**src/rtl/riot_pkg.sv**
```systemverilog
// ----------------------------------------------------------------------------
// riot_pkg
// types, codes and constants shared by the ram-i/o-timer modules
// ----------------------------------------------------------------------------
`default_nettype none

package riot_pkg;

    localparam int RAM_BYTES_DEF = 128;
    localparam int TICKS_W       = 18;

    typedef enum logic [2:0] {
        FN_READ     = 3'd0,
        FN_WRITE    = 3'd1,
        FN_EDGE_CTL = 3'd2,
        FN_PINS_A   = 3'd3,
        FN_PINS_B   = 3'd4,
        FN_TICK     = 3'd5
    } func_t;

    localparam logic [7:0] ADDR_PORTA = 8'h00;
    localparam logic [7:0] ADDR_DDRA  = 8'h01;
    localparam logic [7:0] ADDR_PORTB = 8'h02;
    localparam logic [7:0] ADDR_DDRB  = 8'h03;

    localparam logic [3:0] SHIFT_TABLE [4] = '{4'd0, 4'd3, 4'd6, 4'd10};

    typedef struct packed {
        logic [2:0] func;
        logic [7:0] addr;
        logic [7:0] wdata;
        logic [7:0] pin_mask;
    } req_t;

    typedef struct packed {
        logic [7:0] rdata;
        logic       irq;
        logic [7:0] porta_out;
        logic [7:0] portb_out;
        logic       porta_written;
        logic       portb_written;
    } rsp_t;

    typedef struct packed {
        logic       load;
        logic       tick;
        logic [1:0] sel;
        logic [7:0] value;
        logic       irq_en;
    } timer_cmd_t;

    typedef struct packed {
        logic [7:0] count;
        logic       flag;
        logic       flag_next;
        logic       irq_en_next;
    } timer_stat_t;

endpackage

`default_nettype wire

```
**src/rtl/riot_ram.sv**
```systemverilog
// ----------------------------------------------------------------------------
// riot_ram
// scratch ram, one write and one registered read port
// ----------------------------------------------------------------------------
`default_nettype none

module riot_ram
    import riot_pkg::*;
#(
    parameter int RAM_BYTES = RAM_BYTES_DEF,
    parameter int RAM_AW    = $clog2(RAM_BYTES)
)
(
    input  wire logic              clk,
    input  wire logic              rd_en,
    input  wire logic [RAM_AW-1:0] rd_addr,
    output logic      [7:0]        rd_data,
    input  wire logic              wr_en,
    input  wire logic [RAM_AW-1:0] wr_addr,
    input  wire logic [7:0]        wr_data
);

    logic [7:0] mem [RAM_BYTES];
    logic [7:0] rd_data_reg;

    always_ff @(posedge clk)
    begin
        if (wr_en)
        begin
            mem[wr_addr] <= wr_data;
        end
    end

    always_ff @(posedge clk)
    begin
        if (rd_en)
        begin
            rd_data_reg <= mem[rd_addr];
        end
    end

    assign rd_data = rd_data_reg;

endmodule

`default_nettype wire

```
**src/rtl/riot_timer.sv**
```systemverilog
// ----------------------------------------------------------------------------
// riot_timer
// interval timer with 1/8/64/1024 prescale and expiry flag
// ----------------------------------------------------------------------------
`default_nettype none

module riot_timer
    import riot_pkg::*;
(
    input  wire logic        clk,
    input  wire logic        rst_n,
    input  wire timer_cmd_t  cmd,
    output timer_stat_t      stat
);

    logic [1:0]         sel_reg, sel_next;
    logic [TICKS_W-1:0] ticks_left_reg, ticks_left_next;
    logic [7:0]         since_reg, since_next;
    logic               running_reg, running_next;
    logic               flag_reg, flag_next;
    logic               irq_en_reg, irq_en_next;
    logic [TICKS_W-1:0] scaled;

    always_comb
    begin
        sel_next        = sel_reg;
        ticks_left_next = ticks_left_reg;
        since_next      = since_reg;
        running_next    = running_reg;
        flag_next       = flag_reg;
        irq_en_next     = irq_en_reg;
        if (cmd.load)
        begin
            sel_next        = cmd.sel;
            ticks_left_next = TICKS_W'(cmd.value) << SHIFT_TABLE[cmd.sel];
            running_next    = 1'b1;
            flag_next       = 1'b0;
            since_next      = 8'h00;
            irq_en_next     = cmd.irq_en;
        end
        else if (cmd.tick)
        begin
            if (running_reg)
            begin
                if (ticks_left_reg < TICKS_W'(2))
                begin
                    ticks_left_next = '0;
                    running_next    = 1'b0;
                    flag_next       = 1'b1;
                    since_next      = 8'h00;
                end
                else
                begin
                    ticks_left_next = ticks_left_reg - TICKS_W'(1);
                end
            end
            else
            begin
                since_next = since_reg + 8'h01;
            end
        end
    end

    always_ff @(posedge clk or negedge rst_n)
    begin
        if (!rst_n)
        begin
            sel_reg        <= 2'd0;
            ticks_left_reg <= '0;
            since_reg      <= 8'h00;
            running_reg    <= 1'b0;
            flag_reg       <= 1'b0;
            irq_en_reg     <= 1'b0;
        end
        else
        begin
            sel_reg        <= sel_next;
            ticks_left_reg <= ticks_left_next;
            since_reg      <= since_next;
            running_reg    <= running_next;
            flag_reg       <= flag_next;
            irq_en_reg     <= irq_en_next;
        end
    end

    assign scaled = ticks_left_reg >> SHIFT_TABLE[sel_reg];

    always_comb
    begin
        stat.count       = running_reg ? scaled[7:0] : since_reg;
        stat.flag        = flag_reg;
        stat.flag_next   = flag_next;
        stat.irq_en_next = irq_en_next;
    end

endmodule

`default_nettype wire

```
**src/rtl/riot_ram_io_timer.sv**
```systemverilog
// ----------------------------------------------------------------------------
// riot_ram_io_timer
// ram, two i/o ports with direction registers, pa7 edge detect, interval timer
// ----------------------------------------------------------------------------
// usage
//   req channel: one transaction per bus read, bus write, edge control write,
//   port pin update or timer tick; rsp channel: one transaction per request,
//   in request order, with read data, irq level and port output registers
//   path: each request passes the ram read register, then the execute stage
//   that updates registers and loads the response register
//   throughput: one request per cycle unless rsp stalls; the ram read of the next
//   request overlaps the execute of the previous one, a write to the same ram byte
//   is forwarded
//   reset: ports, direction registers, flags and timer clear; ram contents
//   are undefined until written, no clearing pass
//   rsp stall: the response register holds, the execute stage holds one
//   more request, after that req_ready drops until rsp_ready returns
// ----------------------------------------------------------------------------
`default_nettype none

module riot_ram_io_timer
    import riot_pkg::*;
#(
    parameter int RAM_BYTES = RAM_BYTES_DEF
)
(
    input  wire logic clk,
    input  wire logic rst_n,
    input  wire logic req_valid,
    output logic      req_ready,
    input  wire req_t req,
    output logic      rsp_valid,
    input  wire logic rsp_ready,
    output rsp_t      rsp
);

    localparam int RAM_AW = $clog2(RAM_BYTES);

    logic        ex_valid_reg, ex_valid_next;
    req_t        ex_req_reg;
    logic        fwd_reg, fwd_next;
    logic [7:0]  fwd_data_reg;
    logic        rsp_valid_reg, rsp_valid_next;
    rsp_t        rsp_reg, rsp_next;

    logic [7:0]  outa_reg, outa_next;
    logic [7:0]  outb_reg, outb_next;
    logic [7:0]  dira_reg, dira_next;
    logic [7:0]  dirb_reg, dirb_next;
    logic [7:0]  pins_a_reg, pins_a_next;
    logic [7:0]  pins_b_reg, pins_b_next;
    logic        last_pa7_reg, last_pa7_next;
    logic        edge_pos_reg, edge_pos_next;
    logic        edge_irq_en_reg, edge_irq_en_next;
    logic        edge_flag_reg, edge_flag_next;

    logic        ex_go, req_acc;
    logic        is_read, is_write, is_pins_a, is_pins_b;
    logic        is_ram, ram_hit, is_timer_area, edge_chk, pa7_lvl;
    logic        req_ram_hit;
    logic [7:0]  ram_rd_data, ram_byte, porta_lvl, portb_lvl, rd_val;
    timer_cmd_t  tcmd;
    timer_stat_t tstat;

    assign ex_go     = ex_valid_reg && (!rsp_valid_reg || rsp_ready);
    assign req_ready = !ex_valid_reg || ex_go;
    assign req_acc   = req_valid && req_ready;

    assign is_read       = ex_req_reg.func == FN_READ;
    assign is_write      = ex_req_reg.func == FN_WRITE;
    assign is_pins_a     = ex_req_reg.func == FN_PINS_A;
    assign is_pins_b     = ex_req_reg.func == FN_PINS_B;
    assign is_ram        = ex_req_reg.addr[7];
    assign ram_hit       = is_ram && ({1'b0, ex_req_reg.addr[6:0]} < 8'(RAM_BYTES));
    assign is_timer_area = !is_ram && (ex_req_reg.addr[6:2] != 5'd0);
    assign req_ram_hit   = req.addr[7] && ({1'b0, req.addr[6:0]} < 8'(RAM_BYTES));

    riot_ram #(
        .RAM_BYTES (RAM_BYTES),
        .RAM_AW    (RAM_AW)
    ) u_ram (
        .clk     (clk),
        .rd_en   (req_acc),
        .rd_addr (req.addr[RAM_AW-1:0]),
        .rd_data (ram_rd_data),
        .wr_en   (ex_go && is_write && ram_hit),
        .wr_addr (ex_req_reg.addr[RAM_AW-1:0]),
        .wr_data (ex_req_reg.wdata)
    );

    // same-byte write in the execute stage overtakes the ram read
    assign fwd_next = ex_go && is_write && ram_hit && req_ram_hit
                      && (ex_req_reg.addr == req.addr);
    assign ram_byte = fwd_reg ? fwd_data_reg : ram_rd_data;

    always_comb
    begin
        tcmd.load   = ex_go && is_write && is_timer_area;
        tcmd.tick   = ex_go && (ex_req_reg.func == FN_TICK);
        tcmd.sel    = ex_req_reg.addr[1:0];
        tcmd.value  = ex_req_reg.wdata;
        tcmd.irq_en = ex_req_reg.addr[3];
    end

    riot_timer u_timer (
        .clk   (clk),
        .rst_n (rst_n),
        .cmd   (tcmd),
        .stat  (tstat)
    );

    assign porta_lvl = (outa_reg & dira_reg) | (pins_a_reg & ~dira_reg);
    assign portb_lvl = (outb_reg & dirb_reg) | (pins_b_reg & ~dirb_reg);

    always_comb
    begin
        if (is_ram)
        begin
            rd_val = ram_hit ? ram_byte : 8'h00;
        end
        else
        begin
            case (ex_req_reg.addr)
                ADDR_PORTA: rd_val = porta_lvl;
                ADDR_DDRA:  rd_val = dira_reg;
                ADDR_PORTB: rd_val = portb_lvl;
                ADDR_DDRB:  rd_val = dirb_reg;
                default:
                begin
                    if (ex_req_reg.addr[0])
                    begin
                        rd_val = {tstat.flag, edge_flag_reg, 6'b000000};
                    end
                    else
                    begin
                        rd_val = tstat.count;
                    end
                end
            endcase
        end
    end

    always_comb
    begin
        outa_next        = outa_reg;
        outb_next        = outb_reg;
        dira_next        = dira_reg;
        dirb_next        = dirb_reg;
        pins_a_next      = pins_a_reg;
        pins_b_next      = pins_b_reg;
        edge_pos_next    = edge_pos_reg;
        edge_irq_en_next = edge_irq_en_reg;
        if (ex_go)
        begin
            if (is_write)
            begin
                case (ex_req_reg.addr)
                    ADDR_PORTA: outa_next = ex_req_reg.wdata;
                    ADDR_DDRA:  dira_next = ex_req_reg.wdata;
                    ADDR_PORTB: outb_next = ex_req_reg.wdata;
                    ADDR_DDRB:  dirb_next = ex_req_reg.wdata;
                    default:    outa_next = outa_reg;
                endcase
            end
            if (is_pins_a)
            begin
                pins_a_next = (pins_a_reg & ~ex_req_reg.pin_mask)
                              | (ex_req_reg.wdata & ex_req_reg.pin_mask);
            end
            if (is_pins_b)
            begin
                pins_b_next = (pins_b_reg & ~ex_req_reg.pin_mask)
                              | (ex_req_reg.wdata & ex_req_reg.pin_mask);
            end
            if (ex_req_reg.func == FN_EDGE_CTL)
            begin
                edge_pos_next    = ex_req_reg.wdata[0];
                edge_irq_en_next = ex_req_reg.wdata[1];
            end
        end
    end

    assign edge_chk = ex_go && ((is_write && ((ex_req_reg.addr == ADDR_PORTA)
                                             || (ex_req_reg.addr == ADDR_DDRA)))
                                || is_pins_a);
    assign pa7_lvl  = (outa_next[7] & dira_next[7]) | (pins_a_next[7] & ~dira_next[7]);

    always_comb
    begin
        last_pa7_next  = edge_chk ? pa7_lvl : last_pa7_reg;
        edge_flag_next = edge_flag_reg;
        if (ex_go && is_read && is_timer_area && ex_req_reg.addr[0])
        begin
            edge_flag_next = 1'b0;
        end
        else if (edge_chk && (pa7_lvl != last_pa7_reg) && (pa7_lvl == edge_pos_reg))
        begin
            edge_flag_next = 1'b1;
        end
    end

    always_comb
    begin
        rsp_next.rdata         = is_read ? rd_val : 8'h00;
        rsp_next.irq           = (tstat.irq_en_next & tstat.flag_next)
                                 | (edge_irq_en_next & edge_flag_next);
        rsp_next.porta_out     = outa_next;
        rsp_next.portb_out     = outb_next;
        rsp_next.porta_written = is_write && (ex_req_reg.addr == ADDR_PORTA);
        rsp_next.portb_written = is_write && (ex_req_reg.addr == ADDR_PORTB);
    end

    assign ex_valid_next  = req_acc ? 1'b1 : (ex_go ? 1'b0 : ex_valid_reg);
    assign rsp_valid_next = ex_go ? 1'b1 : (rsp_ready ? 1'b0 : rsp_valid_reg);

    always_ff @(posedge clk or negedge rst_n)
    begin
        if (!rst_n)
        begin
            ex_valid_reg    <= 1'b0;
            rsp_valid_reg   <= 1'b0;
            outa_reg        <= 8'h00;
            outb_reg        <= 8'h00;
            dira_reg        <= 8'h00;
            dirb_reg        <= 8'h00;
            pins_a_reg      <= 8'h00;
            pins_b_reg      <= 8'h00;
            last_pa7_reg    <= 1'b0;
            edge_pos_reg    <= 1'b0;
            edge_irq_en_reg <= 1'b0;
            edge_flag_reg   <= 1'b0;
        end
        else
        begin
            ex_valid_reg    <= ex_valid_next;
            rsp_valid_reg   <= rsp_valid_next;
            outa_reg        <= outa_next;
            outb_reg        <= outb_next;
            dira_reg        <= dira_next;
            dirb_reg        <= dirb_next;
            pins_a_reg      <= pins_a_next;
            pins_b_reg      <= pins_b_next;
            last_pa7_reg    <= last_pa7_next;
            edge_pos_reg    <= edge_pos_next;
            edge_irq_en_reg <= edge_irq_en_next;
            edge_flag_reg   <= edge_flag_next;
        end
    end

    // payload registers
    always_ff @(posedge clk)
    begin
        if (req_acc)
        begin
            ex_req_reg   <= req;
            fwd_reg      <= fwd_next;
            fwd_data_reg <= ex_req_reg.wdata;
        end
        if (ex_go)
        begin
            rsp_reg <= rsp_next;
        end
    end

    assign rsp_valid = rsp_valid_reg;
    assign rsp       = rsp_reg;

endmodule

`default_nettype wire

```
**config.mk**
```make
export PLATFORM = sky130hd
export DESIGN_NAME = riot_ram_io_timer
export DESIGN_NICKNAME = d
export VERILOG_FILES = /design/src/rtl/riot_pkg.sv /design/src/rtl/riot_ram.sv /design/src/rtl/riot_timer.sv /design/src/rtl/riot_ram_io_timer.sv
export SDC_FILE = /design/constraint.sdc
export NUM_CORES = 1
export LEC_CHECK = 0
export BUFFER_PORTS_ARGS = -buffer_cell sky130_fd_sc_hd__buf_2
export CORE_MARGIN = 2
export CORE_UTILIZATION = 54
export DETAILED_ROUTE_END_ITERATION = 16
export GPL_ROUTABILITY_DRIVEN = 0
export PLACE_DENSITY = 0.7
export SLEW_MARGIN = 10
export SYNTH_ARGS = -nofsm -noshare
export SYNTH_HDL_FRONTEND = slang
export SYNTH_SLANG_ARGS = --single-unit
```
**constraint.sdc**
```tcl
create_clock -name clk -period 4.2 [get_ports clk]
set_input_delay 0.21 -clock clk [delete_from_list [all_inputs] [get_ports clk]]
set_output_delay 0.21 -clock clk [all_outputs]
set_load 0.01 [all_outputs]
```
==> run summary <==
setup TNS -> 0 ps
GRT Resource Usage Total -> 24.40%
Net Sw Power -> 0.005676 W
Post-route DRC -> 0
fill count -> 5,894
Critical-path top delay cell -> nor2_1
Primary FF master, synth -> edfxtp_1
Longest Clk Path Bufs -> 3
fin cells -> 3,790
DIE AREA -> 88,550 sq um
utilization after layout -> 61.48%
multi-input logic area -> 10,790 sq um
Post-CTS Hold Buffers -> 29
layout cells sized above 1 -> 23.54%
Vias per Instance -> 6.367
critical path's top delay family -> simple AND/OR/NAND/NOR gates
H-tree depth -> 3
max reg flops -> 1,024
RSZ-0062 raised after global routing -> no
CP arrival -> 3670 ps
Clk pwr share -> 40.6%
number of synthesized flops with an enable pin -> 1,095
Tightest Pin Transition -> 1105 ps
Fmax -> 297.0 MHz
clk slew on worst S/H paths -> 60 ps
initial antenna violation count -> 2
DP Worst Slack -> 919.9 ps
Synth Instances -> 2,413
largest net degree at the start of global routing -> 139
Synth cell types -> 71
Resized Gates After CTS -> 0
clock skew -> 39.54 ps
Worst slew margin -> 26.31%
Avg WL per Cell -> 28.25 um
Leak -> 16.83 nW
root buffer cell -> clkbuf_16
Syn Area/Cell -> 19.29 sq um
status -> complete, no violations
Yosys top cell by area -> edfxtp_1
postcts setup bufs -> 0
first-pass GRT wire length -> 159,800 um
number of max-cap violations -> 0
most frequent CP cell -> nor2_1
FFs w/ async S/R, synth -> 7.203%
post-route ant nets -> 0
GRT overflow -> 0
Setup crit start kind -> flip-flop
logic gate share of total power -> 7.0%
worst min-delay path class -> primary input to asynchronous set/reset pin
Placed Instance Area -> 48,310 sq um
register area share after synthesis -> 75.23%
top cells by area, synth -> edfxtp_1, mux4_2, dfrtp_1, nor2_1, o21ai_0
CTS tree -> yes
# setup viols final -> 0
instance count on the critical path -> 7
Die Wd -> 297.6 um
final instance area -> 52,430 sq um
Worst R2R Path Depth -> 7
synthesized area -> 46,540 sq um
Nets -> 2,579
Slew Limit Fails -> 0
total CTS buffers -> 114
synthesis-to-layout area growth -> 12.65%
IO buf count -> 59
clk_lat worst skew -> 710 ps
P_int -> 0.01979 W
Peak VDD IR -> 358.9 uV
ant diodes -> 0
# IOs -> 60
post-DP HPWL -> 65,320 um
core area -> 85,280 sq um
maximum fanout along the worst path -> 9
Final Cycle Share -> 80.18%
PwrDens -> 485.8 nW/um^2
Critical Path Sink Type -> flip-flop
Post-Syn Nets -> 2,446
most common cell in the netlist -> edfxtp_1
CP required -> 4500 ps
critical path class -> flip-flop to flip-flop
register area -> 35,010 sq um
via count -> 24,130
Post-synth top cells -> edfxtp_1, mux4_2, nor2_1
Yosys top cell area share -> 70.65%
DR iter-0 viols -> 2,845
first-pass iteration count of the detailed router -> 6
Total Wirelength -> 107,100 um
die height -> 297.6 um
Starting Density -> 54.57%
crit path buf inv count -> 1
crit path time final -> 3367 ps
CP peak stage delay -> 680 ps
yosys warns -> 0
Switching Share -> 22.28%
vias in the first global route -> 24,450
clock sinks -> 1,180
final worst slack -> 832.5 ps
placed instance count -> 3,544
Reg power frac -> 52.5%
Synth Register Bits -> 1,180
critical path, cell by cell -> nor2_1, and4_1, nand2_1, nor2_1, nand2_1, buf_4, nor2_1
Hold Fails Final Rpt -> 0
Rows -> 107
## layer usage
metal | routed length, um | global-route usage [%] | up-vias
met5 | 13 | 0 | -
met4 | 3357 | 7.997 | 2
met3 | 9061 | 4.419 | 187
met2 | 52950 | 39.97 | 1186
met1 | 41670 | 33.57 | 12600
li1 | - | - | 10150
## layout by cell type (no fill, tap or decap), types with 47 or more instances in the layout
cell	count
nor2_1	177
clkbuf_16	118
o21ai_0	117
dfrtp_1	85
o22ai_1	66
mux2i_1	47
nand2_1	99
edfxtp_1	1095
buf_2	56
mux4_2	264
mux2_2	51
buf_4	56
## power groups by stage
stage,Clock (W),Combinational (W),Sequential [W]
after global placement,0,0.00169,0.0136
after global routing,0.0109,0.00191,0.0134
final,0.0103,0.00177,0.0134
after CTS,0.0105,0.00177,0.0134
after detailed placement,0,0.00174,0.0136
after floorplan,0,0.00116,0.0136
## per-stage QoR
stage               total power [W]  hold WS, ps
floorplan                   0.01472       -85.59
global placement            0.01528        280.5
detailed placement          0.01534        276.3
CTS                         0.02558        80.06
global route                0.02619        130.4
finish                      0.02547        75.10
## cell families (layout without fill, tap and decap cells)
| kind of cell | count (synthesis) | count (layout) | synth area share, % |
|---|---|---|---|
| compound gates | 281 | 281 | 3.681 |
| xor+xnor | 7 | 7 | 0.1317 |
| fa+ha+maj | 2 | 2 | 0.05376 |
| buf+inv | 157 | 390 | 1.589 |
| flops | 1180 | 1180 | 75.23 |
| mux | 362 | 362 | 15.02 |
| simple gates | 424 | 424 | 4.299 |
## area by class of cell
type | count | area share (%)
clock buffers | 146 | 5.811
clock inverters | 70 | 1.449
inverters | 16 | 0.1146
multi-input cells | 1076 | 20.59
flip-flops and latches | 1180 | 66.78
well taps | 1144 | 2.730
repair buffers | 158 | 2.530
## final timing paths
kind	from	end	slack (ps)
min in group clk	req[16]	ex_req_reg[16]	170
setup / recovery	ex_req_reg[25]	u_ram.mem[64][1]	830
hold reg to reg	u_timer.irq_en_reg	u_timer.irq_en_reg	480
hold / removal	rst_n	u_timer.since_reg[4]	80
max in group asynchronous	rst_n	dira_reg[0]	3150
setup reg to reg	ex_req_reg[25]	u_ram.mem[64][1]	830
No activity file was read; power rests on OpenSTA's default activity.
